$ cat src/hw/rtl/assert_macros.svh
// ---------------------------------------------------------------------------
// assertion macros
// concurrent checks on a clock with an active-low reset
// ---------------------------------------------------------------------------
`ifndef ASSERT_MACROS_SVH
`define ASSERT_MACROS_SVH

`ifndef ASSERT_OFF

// property holds at every edge outside reset
`define ASSERT_AT(lbl, clk, rstn, prop) \
    lbl: assert property (@(posedge clk) disable iff (!(rstn)) (prop)) \
        else $error("%m: assertion failed");

// when ante holds, cons holds at the following edge
`define ASSERT_NEXT(lbl, clk, rstn, ante, cons) \
    lbl: assert property (@(posedge clk) disable iff (!(rstn)) (ante) |=> (cons)) \
        else $error("%m: assertion failed");

`else

`define ASSERT_AT(lbl, clk, rstn, prop)
`define ASSERT_NEXT(lbl, clk, rstn, ante, cons)

`endif

`endif

$ cat src/hw/rtl/olar_pkg.sv
// ---------------------------------------------------------------------------
// olar_pkg
// types and defaults for the ordered list append/remove core
// ---------------------------------------------------------------------------
`default_nettype none

package olar_pkg;

    localparam int DEF_CAPACITY  = 64;
    localparam int DEF_WORD_BITS = 32;

    localparam logic OP_APPEND = 1'b0;
    localparam logic OP_REMOVE = 1'b1;

    typedef enum logic [1:0] {
        ST_DONE      = 2'd0,
        ST_FULL      = 2'd1,
        ST_NOT_FOUND = 2'd2,
        ST_EMPTY     = 2'd3
    } t_status;

    typedef struct packed {
        logic        opcode;
        logic [31:0] value;
    } t_in_item;

    typedef struct packed {
        t_status     status;
        logic [6:0]  count;
    } t_out_item;

endpackage

`default_nettype wire

$ cat src/hw/rtl/ordered_list_append_remove_core.sv
// ---------------------------------------------------------------------------
// ordered_list_append_remove_core
// bounded ordered list of words held in one synchronous memory
// ---------------------------------------------------------------------------
// A command is taken when start is high and busy is low; each command gives
// exactly one result on o_result, marked by o_strobe for one cycle, and the
// receiver cannot stall it. An append's result is registered and follows in
// the next cycle; busy stays low, so appends may be issued every cycle.
// Remove walks the memory through its single read port, one entry a cycle:
// a search from the head to the first match, then a read-ahead copy that
// moves each later entry one place forward. The copy carries on from where
// the search stopped, so each entry is read at most once; the result of a
// remove comes in the cycle busy drops, and the next command can be taken
// at the end of that cycle. A remove on an empty list answers at once.
// count reports the low 7 bits of the number of entries held.
// ---------------------------------------------------------------------------
`default_nettype none

`include "assert_macros.svh"

module ordered_list_append_remove_core
    import olar_pkg::*;
#(
    parameter int CAPACITY  = DEF_CAPACITY,
    parameter int WORD_BITS = DEF_WORD_BITS
) (
    input  wire logic      i_clk,
    input  wire logic      i_rst_n,
    input  wire logic      start,
    output logic           busy,
    input  wire t_in_item  i_data,
    output logic           o_strobe,
    output t_out_item      o_result
);

    localparam int CNT_W = $clog2(CAPACITY + 1);
    localparam int AW    = $clog2(CAPACITY);
    localparam int KEEP  = (WORD_BITS < 32) ? WORD_BITS : 32;
    localparam int CW    = (CNT_W < 7) ? CNT_W : 7;

    typedef enum logic [1:0] {
        S_IDLE,
        S_SEARCH,
        S_SHIFT
    } t_state;

    t_state                 r_state;
    logic [CNT_W-1:0]       r_count;
    logic [CNT_W-1:0]       r_idx;
    logic [CNT_W-1:0]       r_cidx;
    logic [CNT_W-1:0]       r_widx;
    logic                   r_pend;
    logic [WORD_BITS-1:0]   r_key;
    logic [WORD_BITS-1:0]   r_rdata;
    logic                   r_strobe;
    t_out_item              r_result;

    logic [WORD_BITS-1:0]   mem [CAPACITY];

    logic                   accept;
    logic [WORD_BITS-1:0]   key_in;
    logic                   issue;
    logic                   is_full;
    logic                   mem_we;
    logic [AW-1:0]          wr_addr;
    logic [WORD_BITS-1:0]   wr_data;
    logic [AW-1:0]          rd_addr;
    logic [CNT_W-1:0]       n_count_up;
    logic [CNT_W-1:0]       n_count_dn;
    logic [CNT_W-1:0]       last_idx;

    function automatic logic [6:0] cnt7(input logic [CNT_W-1:0] c);
        return 7'(c[CW-1:0]);
    endfunction

    assign busy     = (r_state != S_IDLE);
    assign accept   = start && !busy;
    assign key_in   = WORD_BITS'(i_data.value[KEEP-1:0]);
    assign is_full  = (r_count == CNT_W'(CAPACITY));
    assign issue    = (r_state != S_IDLE) && (r_idx < r_count);
    assign rd_addr  = r_idx[AW-1:0];
    assign n_count_up = CNT_W'(r_count + 1'b1);
    assign n_count_dn = CNT_W'(r_count - 1'b1);
    assign last_idx   = n_count_dn;

    // memory write: append at the tail, or copy forward during shift
    always_comb begin
        mem_we  = 1'b0;
        wr_addr = r_count[AW-1:0];
        wr_data = key_in;
        if (r_state == S_IDLE) begin
            mem_we = accept && (i_data.opcode == OP_APPEND) && !is_full;
        end else if (r_state == S_SHIFT) begin
            mem_we  = r_pend;
            wr_addr = r_widx[AW-1:0];
            wr_data = r_rdata;
        end
    end

    always_ff @(posedge i_clk) begin
        if (mem_we) begin
            mem[wr_addr] <= wr_data;
        end
        r_rdata <= mem[rd_addr];
    end

    always_ff @(posedge i_clk) begin
        if (!i_rst_n) begin
            r_state  <= S_IDLE;
            r_count  <= '0;
            r_pend   <= 1'b0;
            r_strobe <= 1'b0;
            r_idx    <= '0;
        end else begin
            r_strobe <= 1'b0;
            r_pend   <= issue;
            r_cidx   <= r_idx;
            if (issue) begin
                r_idx <= CNT_W'(r_idx + 1'b1);
            end
            case (r_state)
                S_IDLE: begin
                    if (accept) begin
                        if (i_data.opcode == OP_APPEND) begin
                            r_strobe <= 1'b1;
                            if (is_full) begin
                                r_result.status <= ST_FULL;
                                r_result.count  <= cnt7(r_count);
                            end else begin
                                r_count         <= n_count_up;
                                r_result.status <= ST_DONE;
                                r_result.count  <= cnt7(n_count_up);
                            end
                        end else if (r_count == '0) begin
                            r_strobe        <= 1'b1;
                            r_result.status <= ST_EMPTY;
                            r_result.count  <= cnt7(r_count);
                        end else begin
                            r_key   <= key_in;
                            r_idx   <= '0;
                            r_state <= S_SEARCH;
                        end
                    end
                end
                S_SEARCH: begin
                    // compare the word read last cycle; the read issued now
                    // is the first copy source if this one matches
                    if (r_pend && (r_rdata == r_key)) begin
                        r_widx  <= r_cidx;
                        r_state <= S_SHIFT;
                    end else if (r_pend && (r_cidx == last_idx)) begin
                        r_strobe        <= 1'b1;
                        r_result.status <= ST_NOT_FOUND;
                        r_result.count  <= cnt7(r_count);
                        r_state         <= S_IDLE;
                    end
                end
                S_SHIFT: begin
                    if (r_pend) begin
                        r_widx <= CNT_W'(r_widx + 1'b1);
                    end
                    // last copy, if any, is written this cycle
                    if (!issue) begin
                        r_count         <= n_count_dn;
                        r_strobe        <= 1'b1;
                        r_result.status <= ST_DONE;
                        r_result.count  <= cnt7(n_count_dn);
                        r_state         <= S_IDLE;
                    end
                end
                default: begin
                    r_state <= S_IDLE;
                end
            endcase
        end
    end

    assign o_strobe = r_strobe;
    assign o_result = r_result;

    `ASSERT_AT(a_count_bound, i_clk, i_rst_n, r_count <= CNT_W'(CAPACITY))
    `ASSERT_AT(a_no_write_in_search, i_clk, i_rst_n, !((r_state == S_SEARCH) && mem_we))
    `ASSERT_NEXT(a_remove_goes_busy, i_clk, i_rst_n,
        accept && (i_data.opcode == OP_REMOVE) && (r_count != '0), busy && !o_strobe)
    `ASSERT_AT(a_count_step, i_clk, i_rst_n,
        !$past(i_rst_n) || (r_count == $past(r_count)) ||
        (r_count == CNT_W'($past(r_count) + 1'b1)) ||
        (CNT_W'(r_count + 1'b1) == $past(r_count)))
    `ASSERT_NEXT(a_shift_src_ahead, i_clk, i_rst_n,
        (r_state == S_SHIFT) && r_pend, r_widx <= r_count)

endmodule

`default_nettype wire
$ cat config.mk
export PLATFORM = sky130hd
export DESIGN_NAME = ordered_list_append_remove_core
export DESIGN_NICKNAME = d
export VERILOG_FILES = /design/src/hw/rtl/olar_pkg.sv /design/src/hw/rtl/ordered_list_append_remove_core.sv
export VERILOG_INCLUDE_DIRS = /design/src /design/src/hw/rtl
export SDC_FILE = /design/constraint.sdc
export NUM_CORES = 2
export LEC_CHECK = 0
export ABC_AREA = 1
export BUFFER_PORTS_ARGS = -buffer_cell sky130_fd_sc_hd__buf_2
export CAP_MARGIN = 20
export CORE_AREA = 2 2 415 417
export CTS_BUF_LIST = sky130_fd_sc_hd__clkbuf_16
export DETAILED_ROUTE_END_ITERATION = 16
export DIE_AREA = 0 0 417 419
export PLACE_DENSITY = 0.64
export SKIP_CTS_REPAIR_TIMING = 1
export SYNTH_ARGS = -nofsm -noshare
export SYNTH_HDL_FRONTEND = slang
export SYNTH_SLANG_ARGS = --single-unit
$ cat constraint.sdc
create_clock -name i_clk -period 5.05 [get_ports i_clk]
set_input_delay 0.2525 -clock i_clk [delete_from_list [all_inputs] [get_ports i_clk]]
set_output_delay 0.2525 -clock i_clk [all_outputs]
set_load 0.05 [all_outputs]
==> load_flow_metrics.sql <==
INSERT INTO impl_metrics (metric_group, metric, value, unit) VALUES
('layout', 'proportion_of_layout_cells_with_a_drive_suffix_above_1', '9.91', '%'),
('route', 'drc_errors', '0', ''),
('die', 'design.die.area', '0.175', 'mm²'),
('logic_synthesis', 'ys_types', '45', ''),
('logic_synthesis', 'synth_nets', '6407', ''),
('route', 'route.antenna.remaining_nets', '0', ''),
('sta', 'finalCriticalPeriod', '4.34', 'ns'),
('hold_path', 'timing.hold.worst.class', 'in -> reg', ''),
('route', 'total_length_of_routed_wires', '239000', 'µm'),
('logic_synthesis', 'synth_seq_cells', '2152', ''),
('route', 'drt_first_pass_iters', '6', ''),
('logic_synthesis', 'post_synth_most_frequent_cells', '2,102 x edfxtp_1, 1,134 x nor2_1, 1,070 x o21ai_0', ''),
('setup_path', 'cp.required', '5.57', 'ns'),
('logic_synthesis', 'synthesis.area_per_instance', '13.3', 'µm²'),
('layout', 'area_growth_syn_to_layout', '12.7', '%'),
('hold_path', 'hold_path_end', 'r_key[19]', ''),
('clock_network', 'cts-root-buf', 'clkbuf_16', ''),
('route', 'routedWlPerCell', '27.2', 'µm'),
('clock_network', 'total_clock_buffers_created_by_cts', '207', ''),
('sta', 'fmaxAchievable', '0.231', 'GHz'),
('logic_synthesis', 'async_flop_share', '0', '%'),
('setup_path', 'worstSetupStartpointType', 'flip-flop', ''),
('setup_path', 'critPathMaxFanout', '27', ''),
('grt', 'gr-total-overflow', '0', ''),
('die', 'core_region_area', '0.171', 'mm²'),
('layout', 'finish.net_count', '6429', ''),
('setup_path', 'r2r.worst_path.cells', '12', ''),
('grt', 'gr-usage-all-layers', '27.1', '%'),
('power_and_ir_drop', 'share_seq_of_total_power', '41.6', '%'),
('power_and_ir_drop', 'p_clk_share', '29.6', '%'),
('flow_run', 'maxCapViolations', '0', ''),
('placement', 'port-buffer-count', '46', ''),
('route', 'dr.first_iter.drc_count', '8226', ''),
('status', 'status', 'finished clean', ''),
('clock_network', 'clock_sink_count', '2152', ''),
('logic_synthesis', 'synth_top_cells_by_area', 'edfxtp_1 75%, o21ai_0 6.3%, nor2_1 5.0%', ''),
('clock_network', 'insertion_delay', '0.88', 'ns'),
('logic_synthesis', 'yosys_most_used_dff', 'edfxtp_1', ''),
('logic_synthesis', 'cell_type_with_the_highest_aggregate_area_in_the_netlist', 'edfxtp_1', ''),
('logic_synthesis', 'synthesis.area', '0.0845', 'mm²'),
('hold_path', 'worstHoldPathCells', '2', ''),
('grt', 'global_route_wire_length_before_repair', '348000', 'µm'),
('placement', 'post_placement_worst_setup_slack', '0.794', 'ns'),
('setup_path', 'reg2reg_setup_slack', '0.71', 'ns'),
('hold_path', 'holdCritStartpoint', 'i_data[19]', ''),
('die', 'ios', '47', ''),
('clock_network', 'tritoncts', 'yes', ''),
('die', 'die_h', '419', 'µm'),
('logic_synthesis', 'synth_sequential_area_ratio', '75.9', '%'),
('sta', 'layout_worst_path_cycle_share', '85.9', '%'),
('sta', 'rsz0062_at_grt', 'no', ''),
('sta', 'timing_worst_slew_pin_value', '1.16', 'ns'),
('sta', 'final.setup.tns', '0', 'ns'),
('sta', 'post_layout_worst_setup_margin', '0.712', 'ns'),
('sta', 'timing.slew.headroom', '22.6', '%'),
('logic_synthesis', 'synth_cells', '6356', ''),
('layout', 'final.fill_count', '13400', ''),
('setup_path', 'timing.critical_path.arrival', '4.85', 'ns'),
('die', 'width_of_the_die', '417', 'µm'),
('route', 'drt-vias-per-instance', '6.16', ''),
('sta', 'setup_skew_after_layout', '0.0379', 'ns'),
('setup_path', 'launch_instance_of_the_worst_register_to_register_path', 'r_state[0]', ''),
('setup_path', 'criticalPathCategory', 'reg -> reg', ''),
('logic_synthesis', 'yosysMostFrequentCell', 'edfxtp_1', ''),
('power_and_ir_drop', 'net-switching-power', '18.6', 'mW'),
('power_and_ir_drop', 'comb_power_share', '28.8', '%'),
('sta', 'hold_viol_final', '0', ''),
('clock_network', 'cts.reportedPaths.clkPinSlew', '0.06', 'ns'),
('placement', 'hpwl_after_detailed_placement', '134000', 'µm'),
('grt', 'grt_max_degree', '186', ''),
('grt', 'grt_pass1_vias', '50900', '');
==> flip-flops by register name, summed over array words and instances (netlist names) <==
signal / flops
mem: 2048
r_key: 32
r_rdata: 32
o_result: 9
r_cidx: 7
r_count: 7
r_idx: 7
r_widx: 6
r_state: 2
o_strobe: 1
r_pend: 1
==> power groups by stage <==
stage | sequential [mW] | combinational, mW | clock (mW)
final | 21.5 | 14.9 | 15.3
after global routing | 21.5 | 16.0 | 16.1
after detailed placement | 21.9 | 14.6 | 0
after floorplan | 21.9 | 8.55 | 0
after CTS | 21.5 | 14.6 | 15.4
after global placement | 21.9 | 14.3 | 0
==> metrics by stage <==
stage | cell area [µm²] | utilization [%] | total power [mW] | std cells | hold WS [ns]
floorplan | 84500 | - | 30.5 | 6356 | 0.351
global placement | 88100 | 51.6 | 36.2 | 8364 | 0.451
detailed placement | 88100 | 51.6 | 36.4 | 8364 | 0.451
CTS | 94800 | 55.6 | 51.6 | 8752 | -0.459
global route | 95200 | 55.8 | 53.6 | 8790 | 0.112
finish | 95200 | 55.8 | 51.6 | 8792 | 0.134
==> cell type report <==
| class | count | area, µm² | share of cell area [%] |
|---|---|---|---|
| sequential | 2152 | 64100 | 67.4 |
| multi-input combinational | 3679 | 19000 | 19.9 |
| inverter | 83 | 350 | 0.368 |
| tap | 2233 | 2790 | 2.93 |
| timing repair buffer | 255 | 2230 | 2.34 |
| clock buffer | 207 | 5180 | 5.44 |
| antenna | 2 | 5.00 | 0.00526 |
| clock inverter | 181 | 1560 | 1.63 |
==> cells in the final DEF, fill, tap and decap left out, drive strengths merged, types with 12 or more instances in the layout <==
cell         netlist  routed
xor2              12      12
clkinv             4     110
ha                15      15
bufinv             0      19
a21oi            109     109
nand3            289     289
clkbuf           280     207
o22ai            317     317
o221ai           198     198
inv               79     130
dlygate4sd3        0      36
edfxtp          2102    2102
buf              162     219
dfxtp             50      50
nand4             18      18
nor2            1137    1137
nand2            409     409
o21ai           1084    1084
o211ai            59      59
==> worst max-delay path by stage <==
stage	slack [ns]	end	cells past startpoint	startpoint
3_3_place_gp	0.89	mem[50][0]	12	r_state[0]
2_1_floorplan	0.51	mem[0][1]	7	r_state[0]
3_5_place_dp	0.79	mem[50][0]	12	r_state[0]
6_report	0.71	mem[50][9]	12	r_state[0]
4_1_cts	0.77	mem[50][6]	12	r_state[0]
5_1_grt	0.49	mem[50][21]	12	r_state[0]
==> per-layer routing <==
metal	part of all wire, %	global-route usage, %	up-vias
met3	10	5.21	403
met5	0.013	0	-
met1	41	38.8	27000
met4	4.1	11.1	4
met2	45	41.0	2857
li1	-	-	23900
==> worst max-delay path, stage by stage (launching register included) <==
cell     delay (ns)
dfxtp_1        0.35
inv_1          0.10
ha_1           0.58
inv_2          0.29
nor2_8         0.33
inv_4          0.18
nand2_1        0.12
o21ai_2        0.13
inv_1          0.20
nand4_2        0.65
buf_4          0.42
nor2_4         0.16
buf_4          0.40
==> kinds of logic (layout without fill, tap and decap cells) <==
group	count (synthesis)	after routing	share of synthesized area, %
AOI/OAI and AO/OA	1777	1777	12.1
xor gates and xnor gates	23	23	0.238
adders and majority gates	15	15	0.222
buffers and inverters	525	726	2.65
DFF	2152	2152	75.9
other	0	2	0
and+or+nand+nor	1864	1864	8.90
(Power assumes the default switching activity.)
